--- config.mk ---
export PLATFORM = sky130hd
export DESIGN_NAME = oetr_ctrl_flat
export DESIGN_NICKNAME = d
export VERILOG_FILES = /design/src/design/oetr_pkg.sv /design/src/design/oetr_in_if.sv /design/src/design/oetr_cfg_if.sv /design/src/design/oetr_ctrl.sv /design/src/flat_wrapper.sv
export SDC_FILE = /design/constraint.sdc
export NUM_CORES = 1
export LEC_CHECK = 0
export BUFFER_PORTS_ARGS = -buffer_cell sky130_fd_sc_hd__buf_2
export CORE_MARGIN = 3
export CORE_UTILIZATION = 52
export CTS_BUF_LIST = sky130_fd_sc_hd__clkbuf_8
export DETAILED_ROUTE_END_ITERATION = 12
export PLACE_DENSITY = 0.83
export SYNTH_ARGS = -nofsm -noshare
export SYNTH_HDL_FRONTEND = slang
export SYNTH_SLANG_ARGS = --single-unit
export TNS_END_PERCENT = 1
--- constraint.sdc ---
create_clock -name clk -period 3.6 [get_ports clk]
set_input_delay 0.72 -clock clk [delete_from_list [all_inputs] [get_ports clk]]
set_output_delay 0.72 -clock clk [all_outputs]
set_load 0.1 [all_outputs]
--- src/design/oetr_pkg.sv ---
// oetr_pkg: shared types and constants for the overwriting event trace ring
// field widths, opcodes, register indexes, pipeline side-band and
// reciprocal constants used by the time stamp split; no dependencies
package oetr_pkg;

  localparam int LEVEL_W   = 2;
  localparam int TAG_W     = 3;
  localparam int TIME_W    = 32;
  localparam int OPCODE_W  = 2;
  localparam int HOURS_W   = 11;
  localparam int MINUTES_W = 6;
  localparam int SECONDS_W = 6;
  localparam int MILLIS_W  = 10;

  localparam int CFG_IDX_W  = 2;
  localparam int CFG_DATA_W = 2;

  localparam logic [OPCODE_W-1:0] OP_PUSH = 2'd0;
  localparam logic [OPCODE_W-1:0] OP_POP  = 2'd1;
  localparam logic [OPCODE_W-1:0] OP_HIST = 2'd2;

  localparam logic [CFG_IDX_W-1:0] CFG_REMOTE_LIMIT = 2'd0;
  localparam logic [CFG_IDX_W-1:0] CFG_SERIAL_LIMIT = 2'd1;
  localparam logic [CFG_IDX_W-1:0] CFG_WEB_LIMIT    = 2'd2;

  // t / 1000 == (t * DIV1000_MUL) >> DIV1000_SH for every 32-bit t
  localparam int DIV1000_MUL_W = 29;
  localparam logic [DIV1000_MUL_W-1:0] DIV1000_MUL = 29'd274877907;
  localparam int DIV1000_SH = 38;
  // n / 60 == (n * DIV60_MUL) >> DIV60_SH for every n below 2**23
  localparam int DIV60_MUL_W = 24;
  localparam logic [DIV60_MUL_W-1:0] DIV60_MUL = 24'd8947849;
  localparam int DIV60_SH = 29;

  localparam int MS_PER_S  = 1000;
  localparam int S_PER_MIN = 60;
  localparam int MIN_PER_H = 60;

  // whole seconds fit 23 bits, whole minutes 17 bits
  localparam int Q1_W = 23;
  localparam int Q2_W = 17;

  typedef struct packed {
    logic [LEVEL_W-1:0] remote;
    logic [LEVEL_W-1:0] serial;
    logic [LEVEL_W-1:0] web;
  } lim_t;

  // side-band that travels with each read issued into the result pipeline
  typedef struct packed {
    logic invalid;
    logic hist;
    logic last;
    logic net;
  } meta_t;

endpackage

--- src/design/oetr_in_if.sv ---
// oetr_in_if: input channel, valid/ready with one trace command
// depends on oetr_pkg for field widths
interface oetr_in_if #(
  parameter int MSG_W = 16
);
  logic                           valid;
  logic                           ready;
  logic [oetr_pkg::OPCODE_W-1:0]  opcode;
  logic [oetr_pkg::LEVEL_W-1:0]   level;
  logic [oetr_pkg::TAG_W-1:0]     tag;
  logic [oetr_pkg::TIME_W-1:0]    time_ms;
  logic [MSG_W-1:0]               message_ref;
  logic                           network_up;

  modport source (output valid, opcode, level, tag, time_ms, message_ref, network_up,
                  input ready);
  modport sink   (input valid, opcode, level, tag, time_ms, message_ref, network_up,
                  output ready);
endinterface

--- src/design/oetr_cfg_if.sv ---
// oetr_cfg_if: register write channel, valid/ready with index and data
// depends on oetr_pkg for field widths
interface oetr_cfg_if;
  logic                             valid;
  logic                             ready;
  logic [oetr_pkg::CFG_IDX_W-1:0]   index;
  logic [oetr_pkg::CFG_DATA_W-1:0]  data;

  modport source (output valid, index, data, input ready);
  modport sink   (input valid, index, data, output ready);
endinterface

--- src/design/oetr_ctrl.sv ---
// oetr_ctrl: ring pointers, level limits and the command sequencer
// drives both rams and issues reads into the result pipeline; uses oetr_pkg,
// oetr_in_if and oetr_cfg_if
module oetr_ctrl #(
  parameter int RING_DEPTH = 64,
  parameter int MSG_W      = 16
) (
  input  logic                          clk,
  input  logic                          rst_n,
  oetr_in_if.sink                       in_ch,
  oetr_cfg_if.sink                      cfg_ch,
  input  logic                          adv,
  input  logic [oetr_pkg::LEVEL_W-1:0]  lvl_rdata,
  output logic                          wr_en,
  output logic [$clog2(RING_DEPTH)-1:0] wr_addr,
  output logic [oetr_pkg::LEVEL_W+oetr_pkg::TAG_W+oetr_pkg::TIME_W+MSG_W-1:0] wr_data,
  output logic                          rec_re,
  output logic [$clog2(RING_DEPTH)-1:0] rec_raddr,
  output logic                          lvl_re,
  output logic [$clog2(RING_DEPTH)-1:0] lvl_raddr,
  output logic                          iss_v,
  output oetr_pkg::meta_t               iss_meta,
  output oetr_pkg::lim_t                lim
);
  localparam int AW = $clog2(RING_DEPTH);
  localparam int CW = $clog2(RING_DEPTH + 1);

  typedef enum logic [1:0] {ST_IDLE, ST_SCAN, ST_EMIT} state_t;

  state_t          state_r, state_nxt;
  logic [AW-1:0]   wr_idx_r, wr_idx_nxt;
  logic [AW-1:0]   rd_idx_r, rd_idx_nxt;
  logic [CW-1:0]   unsent_r, unsent_nxt;
  logic [CW-1:0]   filled_r, filled_nxt;
  oetr_pkg::lim_t  lim_r, lim_nxt;
  logic [CW-1:0]   cnt_r, cnt_nxt;
  logic [AW-1:0]   addr_r, addr_nxt;
  logic            chk_v_r, chk_v_nxt;
  logic [AW-1:0]   chk_i_r, chk_i_nxt;
  logic [AW-1:0]   last_pass_r, last_pass_nxt;
  logic            any_pass_r, any_pass_nxt;

  logic            accept;
  logic            issuing;
  logic [AW-1:0]   start_idx;

  function automatic logic [AW-1:0] wrap_inc(input logic [AW-1:0] x);
    logic [AW-1:0] y;
    y = (x == AW'(RING_DEPTH - 1)) ? '0 : x + 1'b1;
    return y;
  endfunction

  assign in_ch.ready  = (state_r == ST_IDLE) && adv;
  assign cfg_ch.ready = 1'b1;
  assign accept       = in_ch.valid && in_ch.ready;
  assign issuing      = (state_r == ST_SCAN) && (cnt_r < filled_r);
  // oldest stored slot: slot 0 until the ring has wrapped once
  assign start_idx    = (filled_r < CW'(RING_DEPTH)) ? '0 : wr_idx_r;

  assign wr_addr   = wr_idx_r;
  assign wr_data   = {in_ch.level, in_ch.tag, in_ch.time_ms, in_ch.message_ref};
  assign lvl_re    = issuing;
  assign lvl_raddr = addr_r;
  assign lim       = lim_r;

  always_comb begin
    state_nxt     = state_r;
    wr_idx_nxt    = wr_idx_r;
    rd_idx_nxt    = rd_idx_r;
    unsent_nxt    = unsent_r;
    filled_nxt    = filled_r;
    lim_nxt       = lim_r;
    cnt_nxt       = cnt_r;
    addr_nxt      = addr_r;
    chk_v_nxt     = chk_v_r;
    chk_i_nxt     = chk_i_r;
    last_pass_nxt = last_pass_r;
    any_pass_nxt  = any_pass_r;
    wr_en         = 1'b0;
    rec_re        = 1'b0;
    rec_raddr     = rd_idx_r;
    iss_v         = 1'b0;
    iss_meta      = '0;

    if (cfg_ch.valid) begin
      case (cfg_ch.index)
        oetr_pkg::CFG_REMOTE_LIMIT: lim_nxt.remote = cfg_ch.data;
        oetr_pkg::CFG_SERIAL_LIMIT: lim_nxt.serial = cfg_ch.data;
        oetr_pkg::CFG_WEB_LIMIT:    lim_nxt.web    = cfg_ch.data;
        default: ;
      endcase
    end

    case (state_r)
      ST_IDLE: begin
        if (accept) begin
          case (in_ch.opcode)
            oetr_pkg::OP_PUSH: begin
              wr_en      = 1'b1;
              wr_idx_nxt = wrap_inc(wr_idx_r);
              // full ring: the oldest unsent record is lost
              if (unsent_r == CW'(RING_DEPTH)) begin
                rd_idx_nxt = wrap_inc(wr_idx_r);
              end else begin
                unsent_nxt = unsent_r + 1'b1;
              end
              if (filled_r < CW'(RING_DEPTH)) begin
                filled_nxt = filled_r + 1'b1;
              end
            end
            oetr_pkg::OP_POP: begin
              iss_v         = 1'b1;
              iss_meta.last = 1'b1;
              iss_meta.net  = in_ch.network_up;
              if (unsent_r == '0) begin
                iss_meta.invalid = 1'b1;
              end else begin
                rec_re     = 1'b1;
                rd_idx_nxt = wrap_inc(rd_idx_r);
                unsent_nxt = unsent_r - 1'b1;
              end
            end
            oetr_pkg::OP_HIST: begin
              if (filled_r == '0) begin
                iss_v            = 1'b1;
                iss_meta.invalid = 1'b1;
                iss_meta.last    = 1'b1;
              end else begin
                state_nxt    = ST_SCAN;
                cnt_nxt      = '0;
                addr_nxt     = start_idx;
                chk_v_nxt    = 1'b0;
                any_pass_nxt = 1'b0;
              end
            end
            default: ;
          endcase
        end
      end

      ST_SCAN: begin
        // first pass over the levels finds the last record that passes
        chk_v_nxt = issuing;
        if (issuing) begin
          cnt_nxt   = cnt_r + 1'b1;
          addr_nxt  = wrap_inc(addr_r);
          chk_i_nxt = cnt_r[AW-1:0];
        end
        if (chk_v_r && (lvl_rdata <= lim_r.web)) begin
          last_pass_nxt = chk_i_r;
          any_pass_nxt  = 1'b1;
        end
        if (!issuing && !chk_v_r) begin
          if (any_pass_r) begin
            state_nxt = ST_EMIT;
            cnt_nxt   = '0;
            addr_nxt  = start_idx;
          end else if (adv) begin
            iss_v            = 1'b1;
            iss_meta.invalid = 1'b1;
            iss_meta.last    = 1'b1;
            state_nxt        = ST_IDLE;
          end
        end
      end

      ST_EMIT: begin
        // second pass reads every slot up to the last passing one
        if (adv) begin
          iss_v         = 1'b1;
          rec_re        = 1'b1;
          rec_raddr     = addr_r;
          iss_meta.hist = 1'b1;
          iss_meta.last = (cnt_r[AW-1:0] == last_pass_r);
          cnt_nxt       = cnt_r + 1'b1;
          addr_nxt      = wrap_inc(addr_r);
          if (cnt_r[AW-1:0] == last_pass_r) begin
            state_nxt = ST_IDLE;
          end
        end
      end

      default: state_nxt = ST_IDLE;
    endcase
  end

  always_ff @(posedge clk) begin
    if (!rst_n) begin
      state_r    <= ST_IDLE;
      wr_idx_r   <= '0;
      rd_idx_r   <= '0;
      unsent_r   <= '0;
      filled_r   <= '0;
      lim_r      <= '0;
      chk_v_r    <= 1'b0;
      any_pass_r <= 1'b0;
    end else begin
      state_r    <= state_nxt;
      wr_idx_r   <= wr_idx_nxt;
      rd_idx_r   <= rd_idx_nxt;
      unsent_r   <= unsent_nxt;
      filled_r   <= filled_nxt;
      lim_r      <= lim_nxt;
      chk_v_r    <= chk_v_nxt;
      any_pass_r <= any_pass_nxt;
    end
  end

  always_ff @(posedge clk) begin
    cnt_r       <= cnt_nxt;
    addr_r      <= addr_nxt;
    chk_i_r     <= chk_i_nxt;
    last_pass_r <= last_pass_nxt;
  end

  a_unsent_le_filled: assert property (@(posedge clk) disable iff (!rst_n)
    unsent_r <= filled_r)
    else $error("unsent count exceeds filled count");

  a_full_ptrs_meet: assert property (@(posedge clk) disable iff (!rst_n)
    (unsent_r == CW'(RING_DEPTH)) |-> (rd_idx_r == wr_idx_r))
    else $error("full ring with read and write pointers apart");

  a_emit_bounded: assert property (@(posedge clk) disable iff (!rst_n)
    (state_r == ST_EMIT) |-> (any_pass_r && (cnt_r <= CW'(last_pass_r))))
    else $error("history emission ran past the last passing slot");

  a_issue_on_adv: assert property (@(posedge clk) disable iff (!rst_n)
    iss_v |-> (adv && (state_r != ST_SCAN || !chk_v_r)))
    else $error("read issued into a stalled pipeline");
endmodule

--- src/flat_wrapper.sv ---
// flat-port wrapper written by rule: the top's interface ports become plain ports
module oetr_ctrl_flat 
#(
  parameter int RING_DEPTH = 64,
  parameter int MSG_W      = 16
)
  (clk, rst_n, adv, lvl_rdata, wr_en, wr_addr, wr_data, rec_re, rec_raddr, lvl_re, lvl_raddr, iss_v, iss_meta, lim, in_ch_valid, in_ch_opcode, in_ch_level, in_ch_tag, in_ch_time_ms, in_ch_message_ref, in_ch_network_up, in_ch_ready, cfg_ch_valid, cfg_ch_index, cfg_ch_data, cfg_ch_ready);
  oetr_in_if #(.MSG_W(MSG_W)) in_ch_i ();
  oetr_cfg_if cfg_ch_i ();
  input  logic clk;
  input  logic rst_n;
  input  logic adv;
  input  logic [oetr_pkg::LEVEL_W-1:0] lvl_rdata;
  output logic wr_en;
  output logic [$clog2(RING_DEPTH)-1:0] wr_addr;
  output logic [oetr_pkg::LEVEL_W+oetr_pkg::TAG_W+oetr_pkg::TIME_W+MSG_W-1:0] wr_data;
  output logic rec_re;
  output logic [$clog2(RING_DEPTH)-1:0] rec_raddr;
  output logic lvl_re;
  output logic [$clog2(RING_DEPTH)-1:0] lvl_raddr;
  output logic iss_v;
  output oetr_pkg::meta_t iss_meta;
  output oetr_pkg::lim_t lim;
  input wire logic [$bits(in_ch_i.valid)-1:0] in_ch_valid;
  input wire logic [$bits(in_ch_i.opcode)-1:0] in_ch_opcode;
  input wire logic [$bits(in_ch_i.level)-1:0] in_ch_level;
  input wire logic [$bits(in_ch_i.tag)-1:0] in_ch_tag;
  input wire logic [$bits(in_ch_i.time_ms)-1:0] in_ch_time_ms;
  input wire logic [$bits(in_ch_i.message_ref)-1:0] in_ch_message_ref;
  input wire logic [$bits(in_ch_i.network_up)-1:0] in_ch_network_up;
  output wire logic [$bits(in_ch_i.ready)-1:0] in_ch_ready;
  input wire logic [$bits(cfg_ch_i.valid)-1:0] cfg_ch_valid;
  input wire logic [$bits(cfg_ch_i.index)-1:0] cfg_ch_index;
  input wire logic [$bits(cfg_ch_i.data)-1:0] cfg_ch_data;
  output wire logic [$bits(cfg_ch_i.ready)-1:0] cfg_ch_ready;
  assign in_ch_i.valid = in_ch_valid;
  assign in_ch_i.opcode = in_ch_opcode;
  assign in_ch_i.level = in_ch_level;
  assign in_ch_i.tag = in_ch_tag;
  assign in_ch_i.time_ms = in_ch_time_ms;
  assign in_ch_i.message_ref = in_ch_message_ref;
  assign in_ch_i.network_up = in_ch_network_up;
  assign in_ch_ready = in_ch_i.ready;
  assign cfg_ch_i.valid = cfg_ch_valid;
  assign cfg_ch_i.index = cfg_ch_index;
  assign cfg_ch_i.data = cfg_ch_data;
  assign cfg_ch_ready = cfg_ch_i.ready;
  oetr_ctrl #(.RING_DEPTH(RING_DEPTH), .MSG_W(MSG_W)) u_core (.clk(clk), .rst_n(rst_n), .in_ch(in_ch_i), .cfg_ch(cfg_ch_i), .adv(adv), .lvl_rdata(lvl_rdata), .wr_en(wr_en), .wr_addr(wr_addr), .wr_data(wr_data), .rec_re(rec_re), .rec_raddr(rec_raddr), .lvl_re(lvl_re), .lvl_raddr(lvl_raddr), .iss_v(iss_v), .iss_meta(iss_meta), .lim(lim));
endmodule
# Word level (Yosys, flattened, before mapping)
# Cells that the tools add are included.
dict set report word_totals {
  reg_bits 61
  input_bits 67
  output_inout_bits 87
  wordCells 141
}
dict set report classes {
  n_addsub 7
  n_lt_le_gt_ge 3
  n_eq_ne 22
  muxes 67
  n_reduce_logical 28
}
# cell n
set ops {}
lappend ops {{$mux W6} 15}
lappend ops {{$mux W7} 9}
lappend ops {{$add A7 B1 Y7 const B} 3}
lappend ops {{$pmux W7 S3} 1}
lappend ops {{$mux W1} 20}
lappend ops {{$mux W2} 10}
lappend ops {{$reduce_and A5 Y1} 4}
lappend ops {{$add A6 B1 Y6 const B} 3}
lappend ops {{$eq A6 B6 Y1 const B} 3}
lappend ops {{$pmux W6 S3} 1}
lappend ops {{$logic_not A7 Y1} 2}
lappend ops {{$ne A2 B2 Y1 const B} 7}
lappend ops {{$pmux W7 S2} 1}
lappend ops {{$pmux W1 S2} 6}
lappend ops {{$pmux W6 S2} 1}
lappend ops {{$reduce_and A2 Y1} 5}
lappend ops {{$reduce_and A4 Y1} 2}
lappend ops {{$eq A7 B7 Y1 const B} 1}
lappend ops {{$lt A7 B7 Y1} 1}
lappend ops {{$lt A7 B7 Y1 const B} 1}
lappend ops {{$reduce_and A7 Y1} 1}
lappend ops {{$sub A7 B1 Y7 const B} 1}
lappend ops {{$eq A2 B1 Y1 const B} 3}
lappend ops {{$eq A2 B2 Y1 const B} 3}
lappend ops {{12 further kinds} 23}

# Longest topological paths before layout
# Gate-level depths: netlist (run 1).
dict set report logic_depth {
  word_depth 6
  depth_mapped 11
  depth_no_buf 10
}

# Least setup slack after synthesis (run 1)
# OpenSTA, ideal clock, no wires.
dict set report synth_path {
  path_type {input-to-output}
  startpoint {in in_ch_opcode[1]}
  endpoint {out iss_meta[3] (netlist name)}
  arrival_ps 3718
  required_ps 2880
  setup_slack_ps -838
  path_stages 6
  path_buffers 2
  path_cell_list {inv_1 ha_1 buf_2 buf_1 a21boi_0 o21ai_0}
}
# element line_no
set synth_rtl {}
lappend synth_rtl {{start: declaration} flat_wrapper.sv:25} ;# input wire logic [$bits(in_ch_i.opcode)-1:0] in_ch_opcode;
lappend synth_rtl {{end: declaration} flat_wrapper.sv:22} ;# output oetr_pkg::meta_t iss_meta;

# Worst setup path in the final report (run 1)
dict set report layout_path {
  startpoint {reg u_core.cnt_r[5]}
  endpoint {out iss_v}
}
dict set report layout_between {
  elab_chain_cells 6
}
# element line_no
set layout_rtl {}
lappend layout_rtl {{start: declaration} oetr_ctrl.sv:36} ;# logic [CW-1:0] cnt_r, cnt_nxt;
lappend layout_rtl {{start signal: assignment} oetr_ctrl.sv:210} ;# cnt_r <= cnt_nxt;
lappend layout_rtl {{$lt A7 B7 Y1} oetr_ctrl.sv:56} ;# assign issuing = (state_r == ST_SCAN) && (cnt_r < filled_r);
lappend layout_rtl {{$logic_and A1 B1 Y1} oetr_ctrl.sv:56}
lappend layout_rtl {{$logic_not A1 Y1} oetr_ctrl.sv:153} ;# if (!issuing && !chk_v_r) begin
lappend layout_rtl {{$logic_and A1 B1 Y1} oetr_ctrl.sv:153}
lappend layout_rtl {{$mux W1} oetr_ctrl.sv:153}
lappend layout_rtl {{$pmux W1 S3} oetr_ctrl.sv:94} ;# case (state_r)
lappend layout_rtl {{end: declaration} flat_wrapper.sv:21} ;# output logic iss_v;
# Every way passes these cells.

==> flow_summary_export.csv, run 1 <==
group,metric,value,unit
placed_design,gp_congestion,0.876,
clocking,cts_tree,"done",
yosys,postSynthAreaPerCell,8.98,µm²
global_routing,groute.usage.overall,19.3,%
routing,detailedRoute.firstPassIterationCount,5,
floorplanning,design.die.area,9340,µm²
critical_path,cp-end-kind,"output port",
sta,report.final.hold_viol_count,0,
critical_path,worst_r2r_path_depth,8,
placed_design,postPlaceCellArea,4200,µm²
clocking,cts-buffers-inserted,9,
yosys,synth-edff-count,25,
outcome,result_of_the_run,"finished, final reports clean",
floorplanning,die_width,96.6,µm
clocking,cts_sinks,61,
sta,post_route_setup_tns,0,ns
critical_path,crit-reg2reg-launch,"u_core.cnt_r[5]",
clocking,cts-htree-levels,3,
power,leakagePower,1.85,nW
power,worst_ir_drop_vdd,0.324,mV
floorplanning,boundaryPins,154,
floorplanning,starting_density_of_the_core,54.4,%
global_routing,first_pass_grt_wire_length,15100,µm
yosys,ys_dominant_reg_cell,"dfxtp_1",
min_path,min_path_type,"flip-flop to flip-flop",
yosys,synth-async-reset-ratio,0,%
routing,routed_via_density,5.82,
yosys,ys_ff_latch,61,
critical_path,critical_path_arrival,2.75,ns
sta,slew_headroom,57.9,%
cells_and_area,diodes,0,
routing,postRouteWirelength,9100,µm
routing,post_drt_wl_per_cell,15.8,µm
global_routing,grt_antenna_before_repair,0,
cells_and_area,final_nets,564,
critical_path,setup.reg_to_reg.worst_slack,0.93,ns
yosys,synthCells,476,
min_path,worst_hold_startpoint,"u_core.chk_i_r[0]",
critical_path,kind_of_start_point_of_the_critical_path,"flip-flop",
placed_design,dpl.hpwl,6530,µm
routing,drtIter0Drc,163,
cells_and_area,final.fill_count,724,
yosys,synth.net_count,570,
sta,max_freq,288,MHz
critical_path,required,2.88,ns
cells_and_area,finish.utilization,55.9,%
sta,post-route-period-util,96.3,%
clocking,postCtsResizedCells,0,
global_routing,grt_max_degree,42,
routing,dr_total_vias,3357,
floorplanning,chipHeight,96.6,µm
cells_and_area,final_layout_size_suffix_gt1_share,17.1,%
global_routing,grt.overflow.total,0,
placed_design,number_of_input_and_output_port_buffers_inserted,46,
sta,finClkSkew,0.0127,ns
sta,slew_viol_final,0,
yosys,ys_seq_area_share,34.4,%
clocking,clkLatencyLatePin,0.35,ns
clocking,cts.reportedPaths.clkPinSlew,0.07,ns
critical_path,critical_path.max_fanout,7,
sta,worst_pin_slew,0.632,ns
cells_and_area,multi_input_area,2240,µm²
yosys,yosys_warnings,0,
job,maxCapViolCount,0,
routing,drt_drc_violations_left,0,
cells_and_area,most-common-layout-cells,"48 x nand2_1, 46 x buf_2, 36 x dfxtp_1",
yosys,synth.distinct_cells,61,
yosys,synthesis.area,4270,µm²
cells_and_area,most_common_library_cell_in_the_layout_ignoring_fill_and_taps,"nand2_1",
sta,setup_viol,0,
cells_and_area,finalInstanceArea,4390,µm²
clocking,post_cts_hold_buffer_count,0,
cells_and_area,syn2layout_area_growth,2.66,%
power,power_density,402,nW/µm²
clocking,post_cts_setup_buffers,0,
placed_design,worst_slack_placed,0.547,ns
floorplanning,coreArea,7850,µm²
routing,antenna_violating_nets_post_route,0,
clocking,clock_tree_buf_depth,2,
min_path,holdPathStages,0,
critical_path,critPathKind,"flip-flop to output port",
min_path,min_delay_worst_endpoint,"u_core.last_pass_r[0]",
cells_and_area,sequential_cell_area,1470,µm²
floorplanning,core.rowCount,32,
clocking,clock-root-buffer,"clkbuf_8",
sta,postLayoutSetupSlackWorst,0.134,ns
critical_path,critical_path.reg2reg.endpoint,"u_core.lvl_raddr[5]",
sta,final_period_minus_worst_setup_slack,3.47,ns
sta,rsz0062_at_grt,"no",
global_routing,first_global_vias,3243,
==> sequential cells by signal, indices dropped and copies added (netlist names) <==
register and cells:
u_core.cnt_r 7, u_core.chk_i_r 6, u_core.rd_idx_r 6, u_core.lvl_raddr 6
u_core.last_pass_r 6, u_core.chk_v_r 1, u_core.lim 6, u_core.any_pass_r 1
u_core.wr_addr 6, u_core.filled_r 7, u_core.unsent_r 7, u_core.state_r 2
==> per-layer routing <==
layer	vias up	GRT usage [%]	routed length, µm
met1	1599	23.8	3880
met5	-	0	0
met4	0	6.59	138
met2	119	32.4	4500
li1	1621	-	-
met3	18	5.70	580
==> how the worst max path moves through the flow <==
| stage | start | end | slack, ns | cells past startpoint |
|---|---|---|---|---|
| after global placement | u_core.cnt_r[5] | iss_v | 0.58 | 8 |
| final | u_core.cnt_r[5] | iss_v | 0.13 | 8 |
| after floorplan | u_core.cnt_r[4] | iss_v | -0.26 | 8 |
| after detailed placement | u_core.cnt_r[5] | iss_v | 0.55 | 8 |
| after CTS | u_core.cnt_r[5] | iss_v | 0.15 | 8 |
| after global routing | u_core.filled_r[6] | iss_v | 0.02 | 9 |
==> worst max-delay path: stages (launching register included) <==
cell	delay, ns
edfxtp_1	0.49
ha_1	0.36
a21o_1	0.18
a221o_1	0.39
a31oi_4	0.16
nor2_1	0.08
a31oi_1	0.32
a21oi_1	0.11
buf_2	0.31
==> power breakdown <==
part | internal (W) | switching (W) | total (W) | leakage [nW]
registers | 0.000751 | 0.0000373 | 0.000789 | 0.524
clock network | 0.000328 | 0.000262 | 0.000589 | 0.111
logic | 0.000104 | 0.000282 | 0.000386 | 1.21
total | 0.00118 | 0.000581 | 0.00176 | 1.85
==> per-stage QoR <==
step           hold WS [ns]  instances  power (W)
2_1_floorplan         0.400        476    0.00138
3_3_place_gp          0.403        561    0.00118
3_5_place_dp          0.407        561    0.00119
4_1_cts               0.419        577    0.00177
5_1_grt               0.426        577    0.00184
6_report              0.420        577    0.00176
==> final cells by class <==
cell class	count	share of cell area, %
well taps	102	2.91
multi-input cells	323	51.1
inverters	24	2.05
clock buffers	10	3.14
repair buffers	51	6.10
clock inverters	6	1.14
flip-flops and latches	61	33.5
==> cell families after synthesis <==
family          synth area share, %
buf+inv                        13.2
flops                          34.4
other cells                  0.0878
simple gates                   18.2
xor+xnor                       4.30
mux                            5.09
fa+ha+maj                      8.08
compound gates                 16.6
==> cells in the mapped netlist, types with 3 or more instances <==
cell type / count / area, µm²
a21oi_1: 26 / 130
a21boi_0: 6 / 45.0
nand2b_1: 5 / 31.3
nand3_1: 12 / 60.1
nor3b_1: 3 / 22.5
nor2_1: 19 / 71.3
nand4_1: 6 / 37.5
ha_1: 26 / 325
and2_1: 10 / 62.6
o21ai_0: 22 / 110
a32oi_1: 6 / 52.6
nor2b_1: 15 / 93.8
clkbuf_1: 6 / 22.5
xor2_1: 5 / 43.8
buf_4: 54 / 405
inv_1: 24 / 90.1
nor3_1: 8 / 40.0
mux2_2: 6 / 67.6
dfxtp_1: 36 / 721
nand2_1: 48 / 180
edfxtp_1: 25 / 751
o21a_1: 4 / 30.0
or3_1: 3 / 18.8
a21o_1: 5 / 37.5
mux2i_1: 15 / 150
xnor2_1: 16 / 140
buf_2: 6 / 30.0
and3_1: 9 / 56.3
o22ai_1: 3 / 18.8
No activity file was read; power rests on OpenSTA's default activity.
==> inputs of run 2 (changes only) <==
--- a/config.mk
+++ b/config.mk
@@ -5,12 +5,13 @@
 export SDC_FILE = /design/constraint.sdc
 export NUM_CORES = 1
 export LEC_CHECK = 0
+export ABC_AREA = 1
 export BUFFER_PORTS_ARGS = -buffer_cell sky130_fd_sc_hd__buf_2
 export CORE_MARGIN = 3
-export CORE_UTILIZATION = 52
-export CTS_BUF_LIST = sky130_fd_sc_hd__clkbuf_8
+export CORE_UTILIZATION = 53
+export CTS_BUF_LIST = sky130_fd_sc_hd__clkbuf_4
 export DETAILED_ROUTE_END_ITERATION = 12
-export PLACE_DENSITY = 0.83
+export PLACE_DENSITY = 0.84
 export SYNTH_ARGS = -nofsm -noshare
 export SYNTH_HDL_FRONTEND = slang
 export SYNTH_SLANG_ARGS = --single-unit
==> run 2 against run 1 <==
First-iteration DRC count rose by 49%. Cell area grew 4.6%. Worst setup slack gained 0.067 ns. Sequential share of layout area fell by 1.5 points. Wire length grew 12%.
==> flow_summary_export.csv, run 2 <==
group,metric,value,unit
sta,post-route-period-util,94.4,%
yosys,complex_gate_fraction_of_the_synthesized_area,13.6,%
sta,post_route_setup_tns,0,ns
yosys,synth-simple-area-share,24.7,%
critical_path,required,2.88,ns
outcome,result_of_the_run,"finished, final reports clean",
clocking,cts.reportedPaths.clkPinSlew,0.11,ns
floorplanning,design.die.area,9690,µm²
clocking,clock-root-buffer,"clkbuf_4",
cells_and_area,syn2layout_area_growth,1.38,%
sta,finClkSkew,0.0162,ns
critical_path,cp-end-kind,"output port",
cells_and_area,most_common_library_cell_in_the_layout_ignoring_fill_and_taps,"nand2_1",
yosys,synth_mux_area_share,0,%
placed_design,dpl.cell_count,713,
yosys,synth-async-reset-ratio,0,%
yosys,synth_largest_area_cell,"edfxtp_1",
routing,postRouteWirelength,10200,µm
routing,drtIter0Drc,243,
clocking,cts_sinks,61,
sta,max_freq,294,MHz
yosys,ys_dominant_reg_cell,"dfxtp_1",
sta,worst_pin_slew,0.625,ns
floorplanning,boundaryPins,154,
routing,detailedRoute.firstPassIterationCount,5,
cells_and_area,sequential_cell_area,1470,µm²
power,p_comb_share,19.4,%
floorplanning,core.rowCount,33,
yosys,synthesis.area,4530,µm²
critical_path,critical_path.max_fanout,22,
power,power.net_switching,0.000488,W
routing,antenna_violating_nets_post_route,0,
sta,slew_headroom,58.2,%
routing,dr_total_vias,4014,
yosys,yosysMostFrequentCell,"nand2_1",
power,report.power.total,0.00151,W
floorplanning,coreArea,8260,µm²
critical_path,setup.reg_to_reg.worst_slack,1.34,ns
sta,rsz0062_at_grt,"no",
routing,drt_drc_violations_left,0,
yosys,yosysTopAreaCellShare,16.6,%
critical_path,crit_path_start,"u_core.cnt_r[4]",
job,maxCapViolCount,0,
placed_design,gp_congestion,0.951,
cells_and_area,final.fill_count,779,
power,power.internal,0.00102,W
yosys,yosys-top-cells-count,"124 x nand2_1, 81 x inv_1, 55 x buf_4",
routing,wl_met2,4740,µm
placed_design,number_of_input_and_output_port_buffers_inserted,46,
critical_path,kind_of_start_point_of_the_critical_path,"flip-flop",
routing,dr_wl_met3,693,µm
global_routing,grt.overflow.total,0,
floorplanning,chipHeight,98.4,µm
sta,postLayoutSetupSlackWorst,0.201,ns
global_routing,grt_antenna_before_repair,0,
cells_and_area,multi_input_area,2260,µm²
global_routing,groute.usage.overall,20.8,%
clocking,clkLatencyLatePin,0.42,ns
clocking,cts-buffers-inserted,9,
yosys,largest_family_of_logic_cells_by_synthesized_area,"simple AND/OR/NAND/NOR gates",
cells_and_area,layout.cells.non_filler,729,
sta,finalHoldWorstSlack,0.430,ns
placed_design,worst_slack_placed,0.520,ns
power,sequentialPowerShare,49.8,%
cells_and_area,final_layout_size_suffix_gt1_share,13.8,%
clocking,cts_tree,"done",
yosys,ys_seq_area_share,32.5,%
min_path,worst_hold_startpoint,"u_core.chk_i_r[2]",
routing,detail_route.wirelength.met1,4460,µm
power,clock_power_share,30.8,%
floorplanning,starting_density_of_the_core,54.8,%
critical_path,critPathKind,"flip-flop to output port",
cells_and_area,diodes,0,
yosys,synth-edff-count,25,
sta,report.final.hold_viol_count,0,
yosys,synth-xor-area-share,3.68,%
critical_path,critical_path_arrival,2.68,ns
power,power_density,328,nW/µm²
placed_design,dpl.hpwl,7710,µm
power,worst_ir_drop_vdd,0.154,mV
clocking,clock_tree_buf_depth,2,
cells_and_area,most-common-layout-cells,"124 x nand2_1, 81 x inv_1, 52 x a21oi_1",
yosys,yosys_warnings,0,
routing,routed_via_density,5.51,
yosys,synth_fa_ha_area_share,7.63,%
floorplanning,die_width,98.4,µm
critical_path,crit-reg2reg-launch,"u_core.cnt_r[4]",
global_routing,grt_max_degree,29,
yosys,postSynthAreaPerCell,7.22,µm²
yosys,synth.net_count,721,
sta,setup_viol,0,
global_routing,first_global_vias,3750,
clocking,cts-htree-levels,3,
cells_and_area,final_nets,714,
yosys,netlist_top_cells_area,"edfxtp_1 17%, dfxtp_1 16%, nand2_1 10%",
yosys,ys_ff_latch,61,
routing,post_drt_wl_per_cell,14.0,µm
cells_and_area,largestRegisters,"u_core.cnt_r x7, u_core.filled_r x7, u_core.unsent_r x7",
power,power.switching_fraction,32.4,%
global_routing,first_pass_grt_wire_length,16600,µm
sta,slew_viol_final,0,
min_path,min_path_type,"flip-flop to flip-flop",
clocking,post_cts_hold_buffer_count,0,
power,leakagePower,2.18,nW
yosys,synthCells,627,
sta,final_period_minus_worst_setup_slack,3.40,ns
yosys,synth.distinct_cells,45,
routing,top_layer_used,"met4",
run 2: changes by cell type after synthesis, sizes merged, moves of 12 or more:
cell,change
nand2,+83
inv,+62
nor2,+28
o21ai,+28
a21oi,+27
nand3,+25
mux2i,-15
nor2b,-15
xnor2,-12
run 2: cell type report:
cell class / count / share of cell area, %
Tap cell: 105 / 2.86
Timing Repair Buffer: 51 / 5.94
Clock buffer: 11 / 1.80
Sequential cell: 61 / 32.1
Multi-Input combinational cell: 410 / 49.3
Inverter: 87 / 7.12
Clock inverter: 4 / 0.900
run 2: path summary, 6_finish.rpt:
check,end,depth (start not counted)
hold / removal,u_core.last_pass_r[2],0
hold reg to reg,u_core.last_pass_r[2],0
setup / recovery,iss_meta[1],12
setup reg to reg,u_core.cnt_r[2],10
run 2: per-layer routing:
layer / up-vias / global-route usage [%]
li1: 1969 / -
met1: 1837 / 26.2
met2: 160 / 34.0
met3: 48 / 5.24
met4: 0 / 9.14
met5: - / 0
run 2: stage by stage:
step	area (µm²)	utilization (%)
global route	4590	55.6
CTS	4570	55.3
global placement	4440	53.8
finish	4590	55.6
floorplan	4530	-
detailed placement	4440	53.8
run 2: what timing repair did:
item / 4_1_cts / 5_1_grt
setup buffers: 0 / 1
resized for setup: 0 / 4
setup endpoints to repair: 0 / 2
run 2: power groups by stage:
stage / Combinational [W] / Clock (W) / Sequential (W)
3_5_place_dp: 0.000289 / 0 / 0.000765
5_1_grt: 0.000317 / 0.000505 / 0.000752
2_1_floorplan: 0.000463 / 0 / 0.000812
3_3_place_gp: 0.000282 / 0 / 0.000765
4_1_cts: 0.000291 / 0.000470 / 0.000750
6_report: 0.000292 / 0.000465 / 0.000750
run 2: critical path, cell delays in order, from the launching register on:
cell and delay (ns):
edfxtp_1 0.52, ha_1 0.35, nand2_1 0.06, nor2_1 0.18, nand2_2 0.17, nand2_8 0.19, nand3_1 0.17, nand3_1 0.12
nand2_1 0.06, inv_1 0.07, nand2_1 0.05, inv_1 0.05, buf_4 0.28
run 2: logic make-up after synthesis:
group,Yosys count
AOI/OAI and AO/OA,117
xor gates and xnor gates,19
adders and majority gates,27
buffers and inverters,156
DFF,61
other,1
and+or+nand+nor,246
